### config.mk
export PLATFORM = sky130hd
export DESIGN_NAME = nearest_palette_color_core
export DESIGN_NICKNAME = d
export VERILOG_FILES = /design/src/rtl/npc_pkg.sv /design/src/rtl/npc_ctrl.sv /design/src/rtl/npc_datapath.sv /design/src/rtl/nearest_palette_color_core.sv
export SDC_FILE = /design/constraint.sdc
export NUM_CORES = 1
export LEC_CHECK = 0
export CORE_MARGIN = 3
export CORE_UTILIZATION = 58
export DETAILED_ROUTE_END_ITERATION = 8
export DONT_BUFFER_PORTS = 1
export PLACE_DENSITY = 0.76
export SKIP_LAST_GASP = 1
export SLEW_MARGIN = 0
export SYNTH_ARGS = -nofsm -noshare
export SYNTH_HDL_FRONTEND = slang
export SYNTH_SLANG_ARGS = --single-unit
### constraint.sdc
create_clock -name clk -period 7.25 [get_ports clk]
set_clock_uncertainty 0.2 [all_clocks]
set_input_delay 0.3625 -clock clk [delete_from_list [all_inputs] [get_ports clk]]
set_output_delay 0.3625 -clock clk [all_outputs]
set_load 0.005 [all_outputs]
### src/rtl/npc_pkg.sv
// Shared types and constants for the nearest palette color block.
`timescale 1ns / 1ps

package npc_pkg;

    localparam int COLOR_W = 24;
    localparam int CHAN_W  = 8;
    localparam int SQ_W    = 16;
    localparam int DIST_W  = 18;
    localparam int OUT_W   = 4;
    localparam int MODE_W  = 2;

    localparam logic [MODE_W-1:0] MODE_FIND  = 2'd0;
    localparam logic [MODE_W-1:0] MODE_ADD   = 2'd1;
    localparam logic [MODE_W-1:0] MODE_CLEAR = 2'd2;

    typedef enum logic [2:0] {
        ST_IDLE,
        ST_FIND_RD,
        ST_FIND_WAIT,
        ST_RESULT,
        ST_ADD_RD,
        ST_ADD_WAIT,
        ST_CLEAR
    } npc_state_t;

    typedef struct packed {
        logic rd_en;
        logic rd_last;
        logic load;
        logic wr_en;
        logic clear;
    } npc_cmd_t;

    typedef struct packed {
        logic add_hit;
        logic add_end;
        logic find_done;
    } npc_stat_t;

endpackage

### src/rtl/npc_ctrl.sv
// Controller: sequences palette scans for find and add transactions, and the clear transaction.
`timescale 1ns / 1ps

module npc_ctrl #(
    parameter int PALETTE_ENTRIES = 16,
    parameter int IDX_W           = 4
) (
    input  logic                     clk,
    input  logic                     rst_n,
    input  logic                     in_valid,
    output logic                     in_stall,
    input  logic [npc_pkg::MODE_W-1:0] mode,
    output logic                     out_valid,
    input  logic                     out_stall,
    output npc_pkg::npc_cmd_t        cmd,
    output logic [IDX_W-1:0]         rd_addr,
    input  npc_pkg::npc_stat_t       stat
);
    import npc_pkg::*;

    localparam logic [IDX_W-1:0] LAST_ADDR = IDX_W'(PALETTE_ENTRIES - 1);
    localparam logic [IDX_W-1:0] ADD_START = IDX_W'(1);

    npc_state_t       state_reg, state_next;
    logic [IDX_W-1:0] addr_reg, addr_next;

    always_ff @(posedge clk or negedge rst_n)
    begin
        if (!rst_n)
        begin
            state_reg <= ST_IDLE;
            addr_reg  <= '0;
        end
        else
        begin
            state_reg <= state_next;
            addr_reg  <= addr_next;
        end
    end

    always_comb
    begin
        state_next = state_reg;
        addr_next  = addr_reg;
        case (state_reg)
            ST_IDLE:
            begin
                if (in_valid)
                begin
                    case (mode)
                        MODE_FIND:
                        begin
                            addr_next  = '0;
                            state_next = ST_FIND_RD;
                        end
                        MODE_ADD:
                        begin
                            addr_next  = ADD_START;
                            state_next = ST_ADD_RD;
                        end
                        MODE_CLEAR:
                        begin
                            state_next = ST_CLEAR;
                        end
                        default:
                        begin
                            state_next = ST_IDLE;
                        end
                    endcase
                end
            end
            ST_FIND_RD:
            begin
                addr_next = addr_reg + 1'b1;
                if (addr_reg == LAST_ADDR)
                begin
                    state_next = ST_FIND_WAIT;
                end
            end
            ST_FIND_WAIT:
            begin
                if (stat.find_done)
                begin
                    state_next = ST_RESULT;
                end
            end
            ST_RESULT:
            begin
                if (!out_stall)
                begin
                    state_next = ST_IDLE;
                end
            end
            ST_ADD_RD:
            begin
                addr_next = addr_reg + 1'b1;
                if (stat.add_hit)
                begin
                    state_next = ST_IDLE;
                end
                else if (addr_reg == LAST_ADDR)
                begin
                    state_next = ST_ADD_WAIT;
                end
            end
            ST_ADD_WAIT:
            begin
                if (stat.add_hit || stat.add_end)
                begin
                    state_next = ST_IDLE;
                end
            end
            ST_CLEAR:
            begin
                state_next = ST_IDLE;
            end
            default:
            begin
                state_next = ST_IDLE;
            end
        endcase
    end

    always_comb
    begin
        cmd.rd_en   = (state_reg == ST_FIND_RD) || (state_reg == ST_ADD_RD);
        cmd.rd_last = (addr_reg == LAST_ADDR);
        cmd.load    = (state_reg == ST_IDLE) && in_valid;
        cmd.wr_en   = ((state_reg == ST_ADD_RD) || (state_reg == ST_ADD_WAIT))
                      && stat.add_hit;
        cmd.clear   = (state_reg == ST_CLEAR);
        rd_addr     = addr_reg;
        in_stall    = (state_reg != ST_IDLE);
        out_valid   = (state_reg == ST_RESULT);
    end

endmodule

### src/rtl/npc_datapath.sv
// Datapath: palette memory, distance pipeline and running minimum.
`timescale 1ns / 1ps

module npc_datapath #(
    parameter int PALETTE_ENTRIES = 16,
    parameter int IDX_W           = 4
) (
    input  logic                        clk,
    input  logic                        rst_n,
    input  npc_pkg::npc_cmd_t           cmd,
    input  logic [IDX_W-1:0]            rd_addr,
    input  logic [npc_pkg::COLOR_W-1:0] color,
    output npc_pkg::npc_stat_t          stat,
    output logic [npc_pkg::OUT_W-1:0]   nearest_index
);
    import npc_pkg::*;

    logic [COLOR_W-1:0]         mem [PALETTE_ENTRIES];
    logic [PALETTE_ENTRIES-1:0] vld_reg;

    logic [COLOR_W-1:0] color_reg;

    // stage 1: registered read
    logic               s1_valid_reg;
    logic               s1_last_reg;
    logic [IDX_W-1:0]   s1_addr_reg;
    logic [COLOR_W-1:0] s1_data_reg;
    logic               s1_vld_reg;
    logic [COLOR_W-1:0] s1_entry;

    // stage 2: per-channel squares
    logic               s2_valid_reg;
    logic               s2_last_reg;
    logic [IDX_W-1:0]   s2_addr_reg;
    logic [SQ_W-1:0]    s2_sq_reg [3];

    logic [CHAN_W-1:0]  diff [3];
    logic [DIST_W-1:0]  dist_sum;

    logic [DIST_W-1:0]  best_d_reg;
    logic [IDX_W-1:0]   best_idx_reg;
    logic               done_reg;

    logic [IDX_W+OUT_W-1:0] idx_ext;

    always_ff @(posedge clk)
    begin
        if (cmd.wr_en)
        begin
            mem[s1_addr_reg] <= color_reg;
        end
        s1_data_reg <= mem[rd_addr];
    end

    always_ff @(posedge clk or negedge rst_n)
    begin
        if (!rst_n)
        begin
            vld_reg <= '0;
        end
        else if (cmd.clear)
        begin
            vld_reg <= '0;
        end
        else if (cmd.wr_en)
        begin
            vld_reg[s1_addr_reg] <= 1'b1;
        end
    end

    always_ff @(posedge clk)
    begin
        if (cmd.load)
        begin
            color_reg <= color;
        end
        s1_addr_reg <= rd_addr;
        s1_last_reg <= cmd.rd_last;
        s1_vld_reg  <= vld_reg[rd_addr];
        s2_addr_reg <= s1_addr_reg;
        s2_last_reg <= s1_last_reg;
        for (int c = 0; c < 3; c++)
        begin
            s2_sq_reg[c] <= SQ_W'(diff[c]) * SQ_W'(diff[c]);
        end
    end

    assign s1_entry = s1_vld_reg ? s1_data_reg : '0;

    always_comb
    begin
        for (int c = 0; c < 3; c++)
        begin
            if (color_reg[c*CHAN_W +: CHAN_W] >= s1_entry[c*CHAN_W +: CHAN_W])
            begin
                diff[c] = color_reg[c*CHAN_W +: CHAN_W] - s1_entry[c*CHAN_W +: CHAN_W];
            end
            else
            begin
                diff[c] = s1_entry[c*CHAN_W +: CHAN_W] - color_reg[c*CHAN_W +: CHAN_W];
            end
        end
    end

    assign dist_sum = DIST_W'(s2_sq_reg[0]) + DIST_W'(s2_sq_reg[1]) + DIST_W'(s2_sq_reg[2]);

    always_ff @(posedge clk or negedge rst_n)
    begin
        if (!rst_n)
        begin
            s1_valid_reg <= 1'b0;
            s2_valid_reg <= 1'b0;
            done_reg     <= 1'b0;
            best_d_reg   <= '1;
            best_idx_reg <= '0;
        end
        else
        begin
            s1_valid_reg <= cmd.rd_en;
            // drop the tail of an add scan that stopped early
            s2_valid_reg <= s1_valid_reg && !cmd.load;
            done_reg     <= s2_valid_reg && s2_last_reg;
            if (cmd.load)
            begin
                best_d_reg   <= '1;
                best_idx_reg <= '0;
            end
            else if (s2_valid_reg && (dist_sum < best_d_reg))
            begin
                best_d_reg   <= dist_sum;
                best_idx_reg <= s2_addr_reg;
            end
        end
    end

    always_comb
    begin
        stat.add_hit   = s1_valid_reg && ((s1_entry == '0) || (s1_entry == color_reg));
        stat.add_end   = s1_valid_reg && s1_last_reg;
        stat.find_done = done_reg;
    end

    assign idx_ext       = {{OUT_W{1'b0}}, best_idx_reg};
    assign nearest_index = idx_ext[OUT_W-1:0];

endmodule

### src/rtl/nearest_palette_color_core.sv
// Top level of the nearest palette color block.
//
//  channel | signals                        | payload
//  --------+--------------------------------+---------------------
//  input   | in_valid / in_stall            | mode, color
//  output  | out_valid / out_stall          | nearest_index
//
// Find: scans the palette before the result is valid, one
//   palette entry per cycle through the single memory read port.
// One transaction in flight; in_stall is high until it is finished and its
//   result has been taken. Reset empties the palette through its valid bits.
`timescale 1ns / 1ps

module nearest_palette_color_core #(
    parameter int PALETTE_ENTRIES = 16
) (
    input  logic                        clk,
    input  logic                        rst_n,
    input  logic                        in_valid,
    output logic                        in_stall,
    input  logic [npc_pkg::MODE_W-1:0]  mode,
    input  logic [npc_pkg::COLOR_W-1:0] color,
    output logic                        out_valid,
    input  logic                        out_stall,
    output logic [npc_pkg::OUT_W-1:0]   nearest_index
);
    import npc_pkg::*;

    localparam int IDX_W = $clog2(PALETTE_ENTRIES);

    npc_cmd_t         cmd;
    npc_stat_t        stat;
    logic [IDX_W-1:0] rd_addr;

    npc_ctrl #(
        .PALETTE_ENTRIES(PALETTE_ENTRIES),
        .IDX_W          (IDX_W)
    ) u_ctrl (
        .clk      (clk),
        .rst_n    (rst_n),
        .in_valid (in_valid),
        .in_stall (in_stall),
        .mode     (mode),
        .out_valid(out_valid),
        .out_stall(out_stall),
        .cmd      (cmd),
        .rd_addr  (rd_addr),
        .stat     (stat)
    );

    npc_datapath #(
        .PALETTE_ENTRIES(PALETTE_ENTRIES),
        .IDX_W          (IDX_W)
    ) u_dp (
        .clk          (clk),
        .rst_n        (rst_n),
        .cmd          (cmd),
        .rd_addr      (rd_addr),
        .color        (color),
        .stat         (stat),
        .nearest_index(nearest_index)
    );

endmodule

## Word level (Yosys, flattened, before mapping)

Memory sizes are Yosys's and may differ from the RTL's. A register that Yosys moved wholly into a read port is not among the register bits.
Cells that the tools add are included.

| storage, ports and cells | value |
|---|---|
| RAM bits | 432 |
| register bits | 83 |
| memories kept | 2 |
| word-level logic and storage cells | 104 |
| output and inout bits | 6 |
| input bits | 30 |

Memories:

| name | depth | bits a word | rd ports | clocked after Yosys merged registers in | write ports | RTL line | source |
|---|---|---|---|---|---|---|---|
| u_dp.mem | 16 | 24 | 1 | 1 | 1 | npc_datapath.sv:18 | `logic [COLOR_W-1:0] mem [PALETTE_ENTRIES];` |
| u_dp.s2_sq_reg | 3 | 16 | 3 | 0 | 3 | npc_datapath.sv:35 | `logic [SQ_W-1:0] s2_sq_reg [3];` |

| operators by class | value |
|---|---|
| magnitude comparators | 7 |
| equality and inequality tests | 17 |
| mux-type cells | 28 |
| add/sub/neg operators | 9 |
| bitwise logic cells | 1 |
| reduce and logical (&&, ||, !) cells | 23 |
| multiply operators | 3 |

Operators with widths:

| kind | number |
|---|---|
| $mul 8x8->16 | 3 |
| $sub 8x8->8 | 6 |
| $mux 18 | 2 |
| $mux 16 | 2 |
| $eq 24x24->1 | 1 |
| $ge 8x8->1 | 3 |
| $logic_not 24->1 | 1 |
| $mux 24 | 1 |
| $mux 8 | 3 |
| $mux 3 | 7 |
| $add 18x16->18 | 1 |
| $lt 18x18->1 | 1 |
| $pmux 3 s6 | 1 |
| $add 16x16->17 | 1 |
| $or 16x16->16 | 1 |
| $pmux 4 s2 | 2 |
| $mux 4 | 3 |
| $lt 4x5->1 const B | 2 |
| $eq 3x3->1 const B | 3 |
| $pmux 3 s3 | 1 |
| $logic_and 1x1->1 | 8 |
| $eq 3x2->1 const B | 2 |
| $ne 2x1->1 const B | 3 |
| $reduce_and 6->1 | 1 |
| other kinds (20) | 29 |

## Depth between registers and ports, before layout

| depth | value |
|---|---|
| depth in word-level cells | 7 |
| mapped depth | 31 |

## Modules after synthesis

From an unflattened synthesis, not the netlist that was laid out.

| unflattened totals | value |
|---|---|
| cells, all modules | 1985 |
| area total of the unflattened synthesis | 27650.3 µm² |

By module, submodules not included:

| module | sequential area each (µm²) | area each (µm²) | times used | cells an instance |
|---|---|---|---|---|
| npc_datapath | 14901.8 | 27033.4 | 1 | 1911 |
| npc_ctrl | 175.2 | 616.8 | 1 | 74 |

## Least setup slack after synthesis

OpenSTA, ideal clock, no wires.

| timing path | value |
|---|---|
| kind | register -> register |
| start point | reg u_dp.s1_vld_reg |
| end point | mem u_dp.s2_sq_reg[1][14] (netlist: u_dp.s2_sq_reg[0][30]) |
| arrival time | 6.722 ns |
| clock period less this slack | 6.994 ns |
| slack | 0.256 ns |
| path buffers | 4 |
| stages on the path, launching flop included | 31 |
| required time | 6.978 ns |
| cells stage by stage | dfxtp_1 > clkbuf_1 > clkbuf_1 > nand2_1 > inv_1 > ha_1 > inv_1 > fa_1 > a21oi_1 > o211a_1 > o21ba_1 > buf_4 > mux2i_1 > mux2_2 > or3_1 > buf_2 > inv_2 > nand2_1 > fa_1 > inv_1 > fa_1 > inv_1 > fa_1 > fa_1 > inv_1 > ha_1 > or3_1 > o21ai_0 > o31ai_1 > o41ai_1 > xnor2_1 |

RTL lines:

| what | RTL line | source |
|---|---|---|
| start, declared | npc_datapath.sv:28 | `logic s1_vld_reg;` |
| start signal, assigned | npc_datapath.sv:79 | `s1_vld_reg <= vld_reg[rd_addr];` |
| end, declared | npc_datapath.sv:35 |  |

==> flow_summary.yaml <==
logic_synthesis:
  ys_seq_elements: 536
  ys.flop_type: "edfxtp_1"
  synthCells: 2237
  yosys-top-cells-area: "edfxtp_1 43%, ha_1 8.5%, fa_1 5.7%"
  synth-edff-count: 408
  syn_avg_cell_area_sq_um: 12.6
  synthTopCellsByCount: "408 x edfxtp_1, 212 x inv_1, 192 x ha_1, 152 x nor2_1, 147 x nand2_1"
  synth.top_cell.area_share_pct: 43.4
  synth.net_count: 2540
  ys_seq_area_share_pct: 53.5
  synthArstFlopShare_pct: 8.96
  ys_warn_count: 0
  yosysTopAreaCell: "edfxtp_1"
  synth.distinct_cells: 82
  syn-cell-area_sq_um: 28200
  yosysMostFrequentCell: "edfxtp_1"
placement:
  place.port_buffers: 0
  place_congestion: 0.890
  dp_slack_ps: -76.0
  dp.cells: 2825
  dp_hpwl_microns: 41100
timing:
  finalSetupViolCount: 0
  max_slew_margin_pct: 20.9
  tightest_slew_ps: 1180
  setup_slack_ps: 323
  fmax_ghz: 0.144
  hold_viol: 0
  period_needed_ps: 6930
  finalCritPeriodShare_pct: 95.5
  fin_hold_ws_ps: 30.3
  final_max_slew_viol_count: 0
routing:
  dr.pass1.iters: 6
  vias_per_cell: 5.99
  drc: 0
  ant_nets: 0
  drt_wl_total_microns: 64700
  post_drt_wl_per_cell_microns: 21.8
  drt_iter0_markers: 1692
  dr_total_vias: 17800
flow_run:
  cap_violations: 0
cells_and_area:
  areaGrowthSynthToFinish_pct: 11.4
  fin_cells: 2966
  drive_above_1_share_pct: 12.7
  utilization_pct: 65.7
  largest_reg_flops: 384
  fin_nets: 2608
clocking:
  clock_latency_ps: 600
  clock_sinks: 536
  clockBufferDepth: 3
  clkTransAtPathRegs_ps: 60
  numCtsBuffers: 55
  htree_num_levels: 2
  cts_root_buf: "clkbuf_16"
  cts_tree: "done"
floorplan:
  initial_utilization_pct: 58.9
  die_h_microns: 227
  placeableCoreArea_sq_um: 47800
  fp.dieW_microns: 227
  ios: 36
  rows: 80
  dieArea_sq_um: 51300
setup_path:
  r2r_setup_slack_ps: 320
  cp_top_family: "adder cells"
  arrival_ps: 7260
  worstPathMaxFanout: 10
  worstSetupStartpointType: "flip-flop"
  r2r_start: "u_dp.s1_vld_reg"
  endpoint_kind: "flip-flop"
  path_buf_inv: 7
  slowest_delay_ps: 530
  cpMaxStageDelayCell: "fa_1"
  worstReg2RegEnd: "u_dp.s2_sq_reg[0][14]"
  r2r_cells: 26
  critPathKind: "reg2reg"
  cp.required_ps: 7580
min_path:
  min_path_type: "in2reg"
  min_from: "mode[0]"
  hold_end: "u_ctrl.state_reg[2]"
  hold_depth: 4
grt:
  grt-ovfl-total: 0
  grt_first_pass_wirelength_microns: 101000
  grt_pass1_vias: 18100
  grt_use_total_pct: 25.5
  antenna_found_initial: 1
  grt_max_degree: 110
status:
  status: "finished, final reports clean"
-- layout by cell type, fill, tap and decap left out, drive strengths merged, types with 29 or more instances in the layout --
master	Yosys	layout
a21oi	93	93
buf	22	64
clkbuf	59	84
dfrtp	30	30
dfxtp	80	80
edfxtp	408	408
fa	81	81
ha	192	192
inv	213	215
mux2i	95	95
mux4	51	51
nand2	147	147
nand3	29	29
nor2	153	153
o21ai	98	98
xnor2	59	59
xor2	30	30
-- routing by layer --
layer | global-route usage (%) | share of wire, % | wire length [microns]
met1 | 35.0 | 42 | 27300
met3 | 3.00 | 5.7 | 3700
met5 | 0 | 0 | 0
met4 | 7.82 | 2.7 | 1780
met2 | 43.3 | 49 | 31800
-- metrics by stage --
step	TNS [ps]	cell area, sq um
after floorplan	0	28200
after detailed placement	-132	29200
after global placement	0	29200
after global routing	-54.3	31400
final	0	31400
after CTS	0	31300
-- kinds of logic (layout without fill, tap and decap cells) --
family / count (synthesis) / after routing / share of synthesized area, %
DFF: 536 / 536 / 53.5
and+or+nand+nor: 481 / 481 / 8.00
AOI/OAI and AO/OA: 397 / 397 / 9.23
buffers and inverters: 295 / 408 / 4.04
adders and majority gates: 273 / 273 / 14.3
muxes: 166 / 166 / 8.24
xor gates and xnor gates: 89 / 89 / 2.76
other: 0 / 1 / 0
-- tightest hold or removal path, delay by kind of cell --
kind	cells	cell delay, ps
AO/OA/AOI/OAI	1	120
adder cells (fa/ha/maj)	1	160
buffers and inverters	1	100
AND/OR/NAND/NOR	1	40
-- what timing repair did --
item	CTS	global route
hold buffers	29	0
resized for setup	3	20
setup buffers	0	9
setup endpoints to repair	6	17
endpoints found under the hold margin	91	0
-- how the worst max path moves through the flow --
stage	cells after the start	to	slack (ps)	startpoint
floorplan	30	u_dp.s2_sq_reg[0][30]	260	u_dp.s1_vld_reg
detailed placement	25	u_dp.s2_sq_reg[0][14]	-80	u_dp.s1_vld_reg
global placement	20	u_dp.s2_sq_reg[0][46]	100	u_dp.color_reg[16]
global route	24	u_dp.s2_sq_reg[0][46]	-40	u_dp.s1_vld_reg
finish	26	u_dp.s2_sq_reg[0][14]	320	u_dp.s1_vld_reg
CTS	26	u_dp.s2_sq_reg[0][30]	10	u_dp.s1_vld_reg
-- area by class of cell --
cell class	count	area, sq um
Inverter	214	803
Tap cell	615	769
Clock buffer	84	1570
Sequential cell	536	15100
Antenna cell	1	2.50
Fill cell	3425	16400
Clock inverter	18	230
Timing Repair Buffer	92	793
Multi-Input combinational cell	1406	12200
Power is not shown: default switching activity piles up to over one toggle a cycle in this logic, so the estimate is an artifact.
